--- src/hw/rtl/epoch_cleared_linear_probe_set_core_macros.svh ---
// Assertion macros for the epoch-cleared linear probe set core.
// Used by the top level only; relies on i_clk and i_rst_n in scope.
`ifndef EPOCH_CLEARED_LINEAR_PROBE_SET_CORE_MACROS_SVH
`define EPOCH_CLEARED_LINEAR_PROBE_SET_CORE_MACROS_SVH

// same-cycle implication
`define ECLPS_ASSERT_NOW(label, ante, cons) \
    label: assert property (@(posedge i_clk) disable iff (!i_rst_n) \
        (ante) |-> (cons)) else $error("eclps: assertion failed");

// next-cycle implication
`define ECLPS_ASSERT_NEXT(label, ante, cons) \
    label: assert property (@(posedge i_clk) disable iff (!i_rst_n) \
        (ante) |=> (cons)) else $error("eclps: assertion failed");

`endif

--- src/hw/rtl/eclps_pkg.sv ---
// Shared types and constants of the epoch-cleared linear probe set core.
// No dependencies.
package eclps_pkg;

    localparam int KEY_W      = 64;
    localparam int COUNT_W    = 12;
    localparam int FOLD_SHIFT = 32;
    localparam int Q_DEPTH    = 2;

    localparam logic [COUNT_W-1:0] FILL_LIMIT_RESET = 12'd3072;

    localparam logic OP_INSERT = 1'b0;
    localparam logic OP_CLEAR  = 1'b1;

    localparam logic [1:0] ST_NEW     = 2'd0;
    localparam logic [1:0] ST_PRESENT = 2'd1;
    localparam logic [1:0] ST_FULL    = 2'd2;
    localparam logic [1:0] ST_CLEARED = 2'd3;

    typedef struct packed {
        logic             operation;
        logic [KEY_W-1:0] key_high;
        logic [KEY_W-1:0] key_low;
    } t_in_beat;

    typedef struct packed {
        logic [1:0]         status;
        logic [COUNT_W-1:0] entries_used;
    } t_out_beat;

    typedef struct packed {
        logic pop;
        logic sweep;
    } t_back_ctrl;

endpackage

--- src/hw/rtl/eclps_front.sv ---
// Front end: accepts input beats, computes the home slot, queues them for the back end.
// Depends on eclps_pkg.
module eclps_front #(
    parameter int TABLE_SLOTS = 4096
) (
    input  logic                           i_clk,
    input  logic                           i_rst_n,
    input  logic                           i_in_valid,
    output logic                           o_in_stall,
    input  eclps_pkg::t_in_beat            i_in_data,
    input  eclps_pkg::t_back_ctrl          i_ctrl,
    output logic                           o_head_valid,
    output eclps_pkg::t_in_beat            o_head_beat,
    output logic [$clog2(TABLE_SLOTS)-1:0] o_head_home
);

    localparam int IDX_W = $clog2(TABLE_SLOTS);
    localparam int PTR_W = (eclps_pkg::Q_DEPTH > 1) ? $clog2(eclps_pkg::Q_DEPTH) : 1;
    localparam int CNT_W = $clog2(eclps_pkg::Q_DEPTH + 1);
    localparam logic [PTR_W-1:0] PTR_LAST = PTR_W'(eclps_pkg::Q_DEPTH - 1);
    localparam logic [CNT_W-1:0] CNT_FULL = CNT_W'(eclps_pkg::Q_DEPTH);

    eclps_pkg::t_in_beat r_q_beat [eclps_pkg::Q_DEPTH];
    logic [IDX_W-1:0]    r_q_home [eclps_pkg::Q_DEPTH];
    logic [PTR_W-1:0]    r_wr_ptr, n_wr_ptr;
    logic [PTR_W-1:0]    r_rd_ptr, n_rd_ptr;
    logic [CNT_W-1:0]    r_cnt, n_cnt;
    logic                push;
    logic [eclps_pkg::KEY_W-1:0] fold;

    assign o_in_stall = (r_cnt == CNT_FULL) || i_ctrl.sweep;
    assign push       = i_in_valid && !o_in_stall;
    assign fold       = i_in_data.key_high ^ (i_in_data.key_low >> eclps_pkg::FOLD_SHIFT);

    always_comb begin
        n_wr_ptr = r_wr_ptr;
        n_rd_ptr = r_rd_ptr;
        n_cnt    = r_cnt;
        if (push) begin
            n_wr_ptr = (r_wr_ptr == PTR_LAST) ? '0 : r_wr_ptr + PTR_W'(1);
        end
        if (i_ctrl.pop) begin
            n_rd_ptr = (r_rd_ptr == PTR_LAST) ? '0 : r_rd_ptr + PTR_W'(1);
        end
        if (push && !i_ctrl.pop) begin
            n_cnt = r_cnt + CNT_W'(1);
        end else if (!push && i_ctrl.pop) begin
            n_cnt = r_cnt - CNT_W'(1);
        end
    end

    always_ff @(posedge i_clk) begin
        if (!i_rst_n) begin
            r_wr_ptr <= '0;
            r_rd_ptr <= '0;
            r_cnt    <= '0;
        end else begin
            r_wr_ptr <= n_wr_ptr;
            r_rd_ptr <= n_rd_ptr;
            r_cnt    <= n_cnt;
        end
    end

    always_ff @(posedge i_clk) begin
        if (push) begin
            r_q_beat[r_wr_ptr] <= i_in_data;
            r_q_home[r_wr_ptr] <= fold[IDX_W-1:0];
        end
    end

    assign o_head_valid = (r_cnt != '0);
    assign o_head_beat  = r_q_beat[r_rd_ptr];
    assign o_head_home  = r_q_home[r_rd_ptr];

endmodule

--- config.mk ---
export PLATFORM = sky130hd
export DESIGN_NAME = eclps_front
export DESIGN_NICKNAME = d
export VERILOG_FILES = /design/src/hw/rtl/epoch_cleared_linear_probe_set_core_macros.svh /design/src/hw/rtl/eclps_pkg.sv /design/src/hw/rtl/eclps_front.sv
export SDC_FILE = /design/constraint.sdc
export NUM_CORES = 1
export LEC_CHECK = 0
export ABC_AREA = 1
export BUFFER_PORTS_ARGS = -buffer_cell sky130_fd_sc_hd__buf_2
export CELL_PAD_IN_SITES_DETAIL_PLACEMENT = 0
export CELL_PAD_IN_SITES_GLOBAL_PLACEMENT = 1
export CORE_MARGIN = 10
export CORE_UTILIZATION = 45
export DETAILED_ROUTE_END_ITERATION = 10
export PLACE_DENSITY = 0.91
export SLEW_MARGIN = 40
export SYNTH_ARGS = -nofsm -noshare
export SYNTH_HDL_FRONTEND = slang
export SYNTH_SLANG_ARGS = --single-unit
--- constraint.sdc ---
create_clock -name i_clk -period 8.85 [get_ports i_clk]
set_input_delay 0.885 -clock i_clk [delete_from_list [all_inputs] [get_ports i_clk]]
set_output_delay 0.885 -clock i_clk [all_outputs]
set_load 0.005 [all_outputs]
# Word level (Yosys, flattened, before mapping)
# Memories as Yosys holds them, arrays and structs flattened. A register that Yosys moved wholly into a read port is not among the register bits.
# Index checks and enable logic that the tools add are counted.
word_totals:
  regBits: 4
  latch_bits: 0
  ram_bits: 282
  rom_bits: 0
  inputBits: 134
  out_inout_bits: 143
  wordCells: 30
  n_memories: 2
memory_table:
  columns: ["name", "words", "word_bits", "read_ports", "rd_ports_with_merged_regs", "write_ports", "line", "text"]
  rows:
  - ["r_q_beat", 2, 129, 1, 1, 1, "eclps_front.sv:23", "eclps_pkg::t_in_beat r_q_beat [eclps_pkg::Q_DEPTH];"]
  - ["r_q_home", 2, 12, 1, 1, 1, "eclps_front.sv:24", "logic [IDX_W-1:0] r_q_home [eclps_pkg::Q_DEPTH];"]
classes:
  add_sub_neg: 4
  multipliers: 0
  div: 0
  order_cmp: 0
  n_eq_ne: 1
  shift: 0
  n_mux: 10
  n_bitwise: 1
  reduce_logical: 9
op_table:
  columns: ["cell", "count"]
  rows:
  - ["$xor A12 B12 Y12", 1]
  - ["$mux W1", 8]
  - ["$mux W2", 2]
  - ["$reduce_bool A2 Y1", 2]
  - ["$logic_and A1 B1 Y1", 3]
  - ["$logic_not A1 Y1", 3]
  - ["$add A1 B1 Y1 const B", 2]
  - ["$add A2 B1 Y2 const B", 1]
  - ["$eq A2 B2 Y1 const B", 1]
  - ["$sub A2 B1 Y2 const B", 1]
  - ["$logic_or A1 B1 Y1", 1]

# Logic depth before layout (Yosys ltp)
logic_depth:
  depth_word: 8
  ltp_mapped: 11
  mapped_depth_nobuf: 11

# Worst setup path after synthesis
# Ideal clock, no wire load.
synth_timing:
  path_kind: "input-to-reg"
  from: "input port i_ctrl[0] in the netlist's numbering"
  to: "memory r_q_beat[0][0] in the netlist's numbering, enable pin"
  setup_time_ns: 0.643
  t_arrival_ns: 6.932
  required_ns: 8.207
  setup_slack_ns: 1.275
  path_stages: 3
  path_buffers: 0
  cell_sequence: "inv_1 > nand3_1 > nor2_1"
synth_between:
  elab_chain_len: 5
synth_lines:
  columns: ["element", "line", "text"]
  rows:
  - ["start: declaration", "eclps_front.sv:11", "input eclps_pkg::t_back_ctrl i_ctrl,"]
  - ["$logic_or A1 B1 Y1", "eclps_front.sv:31", "assign o_in_stall = (r_cnt == CNT_FULL) || i_ctrl.sweep;"]
  - ["$logic_not A1 Y1", "eclps_front.sv:32", "assign push = i_in_valid && !o_in_stall;"]
  - ["$logic_and A1 B1 Y1", "eclps_front.sv:32", null]
  - ["$mux W1", "eclps_front.sv:65", "if (push) begin"]
  - ["$mux W1 (not written as such)", "eclps_front.sv:66", "r_q_beat[r_wr_ptr] <= i_in_data;"]
  - ["end: declaration", "eclps_front.sv:23", null]
# No other way between the ends.

==> summary.md <==
| Metric | Value |
|---|---|
| Status | `finished, final reports clean` |
| Quantity of gates resized following cts | `0` |
| Maximum clock frequency | `0.282 GHz` |
| Synthesis-to-finish area growth | `24.1%` |
| Slew Viols, Final | `0` |
| Sum of routed wire length over all layers | `22000 um` |
| Buffers added on ports | `276` |
| Overflow after GRT | `0` |
| Number of detailed-routing iterations run before antenna repair | `4` |
| Worst path required time | `7.97 ns` |
| Setup Fix Bufs, Post-CTS | `0` |
| Final Hold Vio Count | `0` |
| Overall die height | `176 um` |
| Critical Path, Cell by Cell | `buf_6, mux2_2, buf_2` |
| Critical path capture point | `o_head_beat[118]` |
| Max transition margin | `45.9%` |
| # clock sinks | `287` |
| Clock tree from TritonCTS | `built` |
| Clock Latency Late Sink | `0.53 ns` |
| Number of buffers on the longest clock path | `3` |
| Fraction of the yosys area taken by sequential cells | `78.6%` |
| Min Hold Slack | `0.513 ns` |
| Setup-violating endpoint count in the final report | `0` |
| Kind of cell with the highest combined delay on the critical path | `flip-flops` |
| Endpoint type of the worst setup path | `output port` |
| Worst Tran Pin Value | `0.812 ns` |
| Via density per instance | `4.79` |
| Number of antenna violations at the first check in global routing | `2` |
| Worst min path class | `flop to flop` |
| Final net count | `923` |
| Last weighted congestion value of the routability-driven placer | `0.701` |
| Cell chosen for the clock root | `clkbuf_16` |
| Mapped Avg Cell Area | `22.2 um2` |
| Final critical delay including setup and external delays | `3.54 ns` |
| Setup TNS after final layout | `0 ns` |
| Die Wd | `176 um` |
| Number of placement rows | `56` |
| Number of DRC markers in iteration 0 | `365` |
| Number of top-level pins | `277` |
| Critical path data arrival time | `2.66 ns` |
| Share of the clock period used by the worst path | `40.0%` |
| Crit path launch type | `flop` |
| Final antenna-violating net count | `0` |
| Pwr Density | `221 nW/um2` |
| Slack of the worst reg-to-reg path | `6.40 ns` |
| Register bit total from synthesis | `287` |
| Clk_skew | `0.0111 ns` |
| Netlist area before placement | `10900 um2` |
| Global-route usage over all layers | `13.7%` |
| Synthesized netlist cell count | `491` |
| Peak supply drop | `0.000143 V` |
| Routed vias | `5422` |
| Commonest cells after routing, fill and taps aside | `edfxtp_1, buf_2, mux2_4` |
| Critical path's largest stage delay | `0.83 ns` |
| Area inside the core boundary | `23700 um2` |
| Register clock-pin slew on the reported worst setup and hold paths | `0.06 ns` |
| Fraction of layout instances using a drive strength above 1 | `57.3%` |
| Count of warnings emitted by yosys | `0` |
| R2R Path End | `r_q_beat[0][30]$_DFFE_PP_` |
| Setup repair after global routing missed its margin | `no` |
| Number of unique standard cell types used by synthesis | `16` |
| Leakage power figure | `5.22 nW` |
| Most common library cell in the layout ignoring fill and taps | `edfxtp_1` |
| Post-CTS Hold Buffers | `0` |
| Instance count on the critical path | `3` |
| First-pass GRT wire length | `33600 um` |
| Worst hold path cell count | `2` |
| Starting density of the core | `46.0%` |
| Floorplan die area | `30900 um2` |
| Max-capacitance violation count | `0` |
| Max Fanout on Critical Path | `60` |
| Number of levels the H-tree was split into | `1` |
| DP Wirelength | `15200 um` |
| Maximum number of pins on one net before global-route repair | `81` |
| Slowest-stage cell, CP | `dfxtp_4` |
| Count of buffer and inverter cells on the critical path | `2` |
| Post-Synthesis Net Count | `626` |
| Drt drc | `0` |
| Category of the most critical setup path | `flop to output port` |
| Vias in the first global route | `5935` |
| Reg2Reg Depth | `6` |
| Inserted Clock Buffers | `30` |
| Routed wire per std cell | `19.5 um` |
| Startpoint of the most critical register-to-register path | `r_cnt[0]$_SDFFE_PN0P_` |
worst min-delay path: stages (launching register included):
cell     delay [ns]
dfxtp_1        0.33
nor2_1         0.06
nor2_1         0.08
final cells by class:
| class | instances | area (um2) |
|---|---|---|
| well taps | 319 | 399 |
| clock buffers | 40 | 810 |
| multi-input cells | 177 | 2150 |
| diodes | 1 | 2.50 |
| clock inverters | 16 | 114 |
| repair buffers | 281 | 1430 |
| inverters | 11 | 46.3 |
| flip-flops and latches | 287 | 8570 |
| fillers | 1826 | 10200 |
synthesized netlist by cell type:
master      n  area (um2)
buf_2       5        25.0
nand3_1     2        10.0
edfxtp_1  282        8470
buf_6      10         113
o21ai_0     1        5.00
nand4_1     2        12.5
dfxtp_1     5         100
buf_8       1        15.0
inv_1      11        41.3
nand2_1    11        41.3
mux2_4     90        1350
a21oi_1     1        5.00
nor2_1      6        22.5
xor2_1     12         105
mux2_2     51         574
ha_1        1        12.5
state kept, by name (all words and copies together), names as in the netlist, named ones only:
| signal | cells |
|---|---|
| r_cnt | 2 |
| r_q_beat | 258 |
| r_q_home | 24 |
| r_rd_ptr | 1 |
| r_wr_ptr | 1 |
where the power goes:
part | switching, mW | internal [mW] | leakage [nW]
sequential | 0.0203 | 1.56 | 2.62
combinational | 0.123 | 0.135 | 2.15
clock | 0.479 | 0.671 | 0.448
metal layers:
layer / global-route usage [%] / vias to the layer above / share of wire [%] / routed length, um
li1: - / 2517 / - / -
met1: 15.9 / 2642 / 39 / 8610
met2: 23.8 / 225 / 50 / 11000
met3: 4.57 / 36 / 9.0 / 1970
met4: 3.71 / 2 / 1.9 / 411
met5: 0 / - / 0.082 / 18
metrics by stage:
| step | std cells | util, % | cell area [um2] | power [mW] | setup WS, ns |
|---|---|---|---|---|---|
| global placement | 1075 | 53.1 | 12600 | 1.86 | 5.44 |
| detailed placement | 1075 | 53.2 | 12600 | 1.87 | 5.65 |
| global route | 1131 | 57.1 | 13500 | 3.11 | 5.15 |
| CTS | 1131 | 57.1 | 13500 | 3.03 | 5.28 |
| finish | 1132 | 57.1 | 13500 | 2.99 | 5.31 |
| floorplan | 491 | - | 10900 | 1.76 | 1.27 |
logic make-up after synthesis:
kind of cell	synth area share [%]
flip-flops	78.6
adder cells (fa/ha/maj)	0.115
multiplexers	17.7
AND/OR/NAND/NOR	0.792
buffers and inverters	1.78
AO/OA/AOI/OAI	0.0917
XOR/XNOR	0.964
worst min-delay path by stage:
stage	from	to	slack, ns
global route	i_in_data[106]	r_q_beat[0][106]$_DFFE_PP_	0.51
finish	r_rd_ptr$_SDFFE_PN0P_	flop	0.51
global placement	r_rd_ptr$_SDFFE_PN0P_	flop	0.48
CTS	i_in_data[17]	r_q_beat[0][17]$_DFFE_PP_	0.51
detailed placement	r_rd_ptr$_SDFFE_PN0P_	flop	0.49
floorplan	r_rd_ptr$_SDFFE_PN0P_	flop	0.46
No activity file was read; power rests on OpenSTA's default activity.
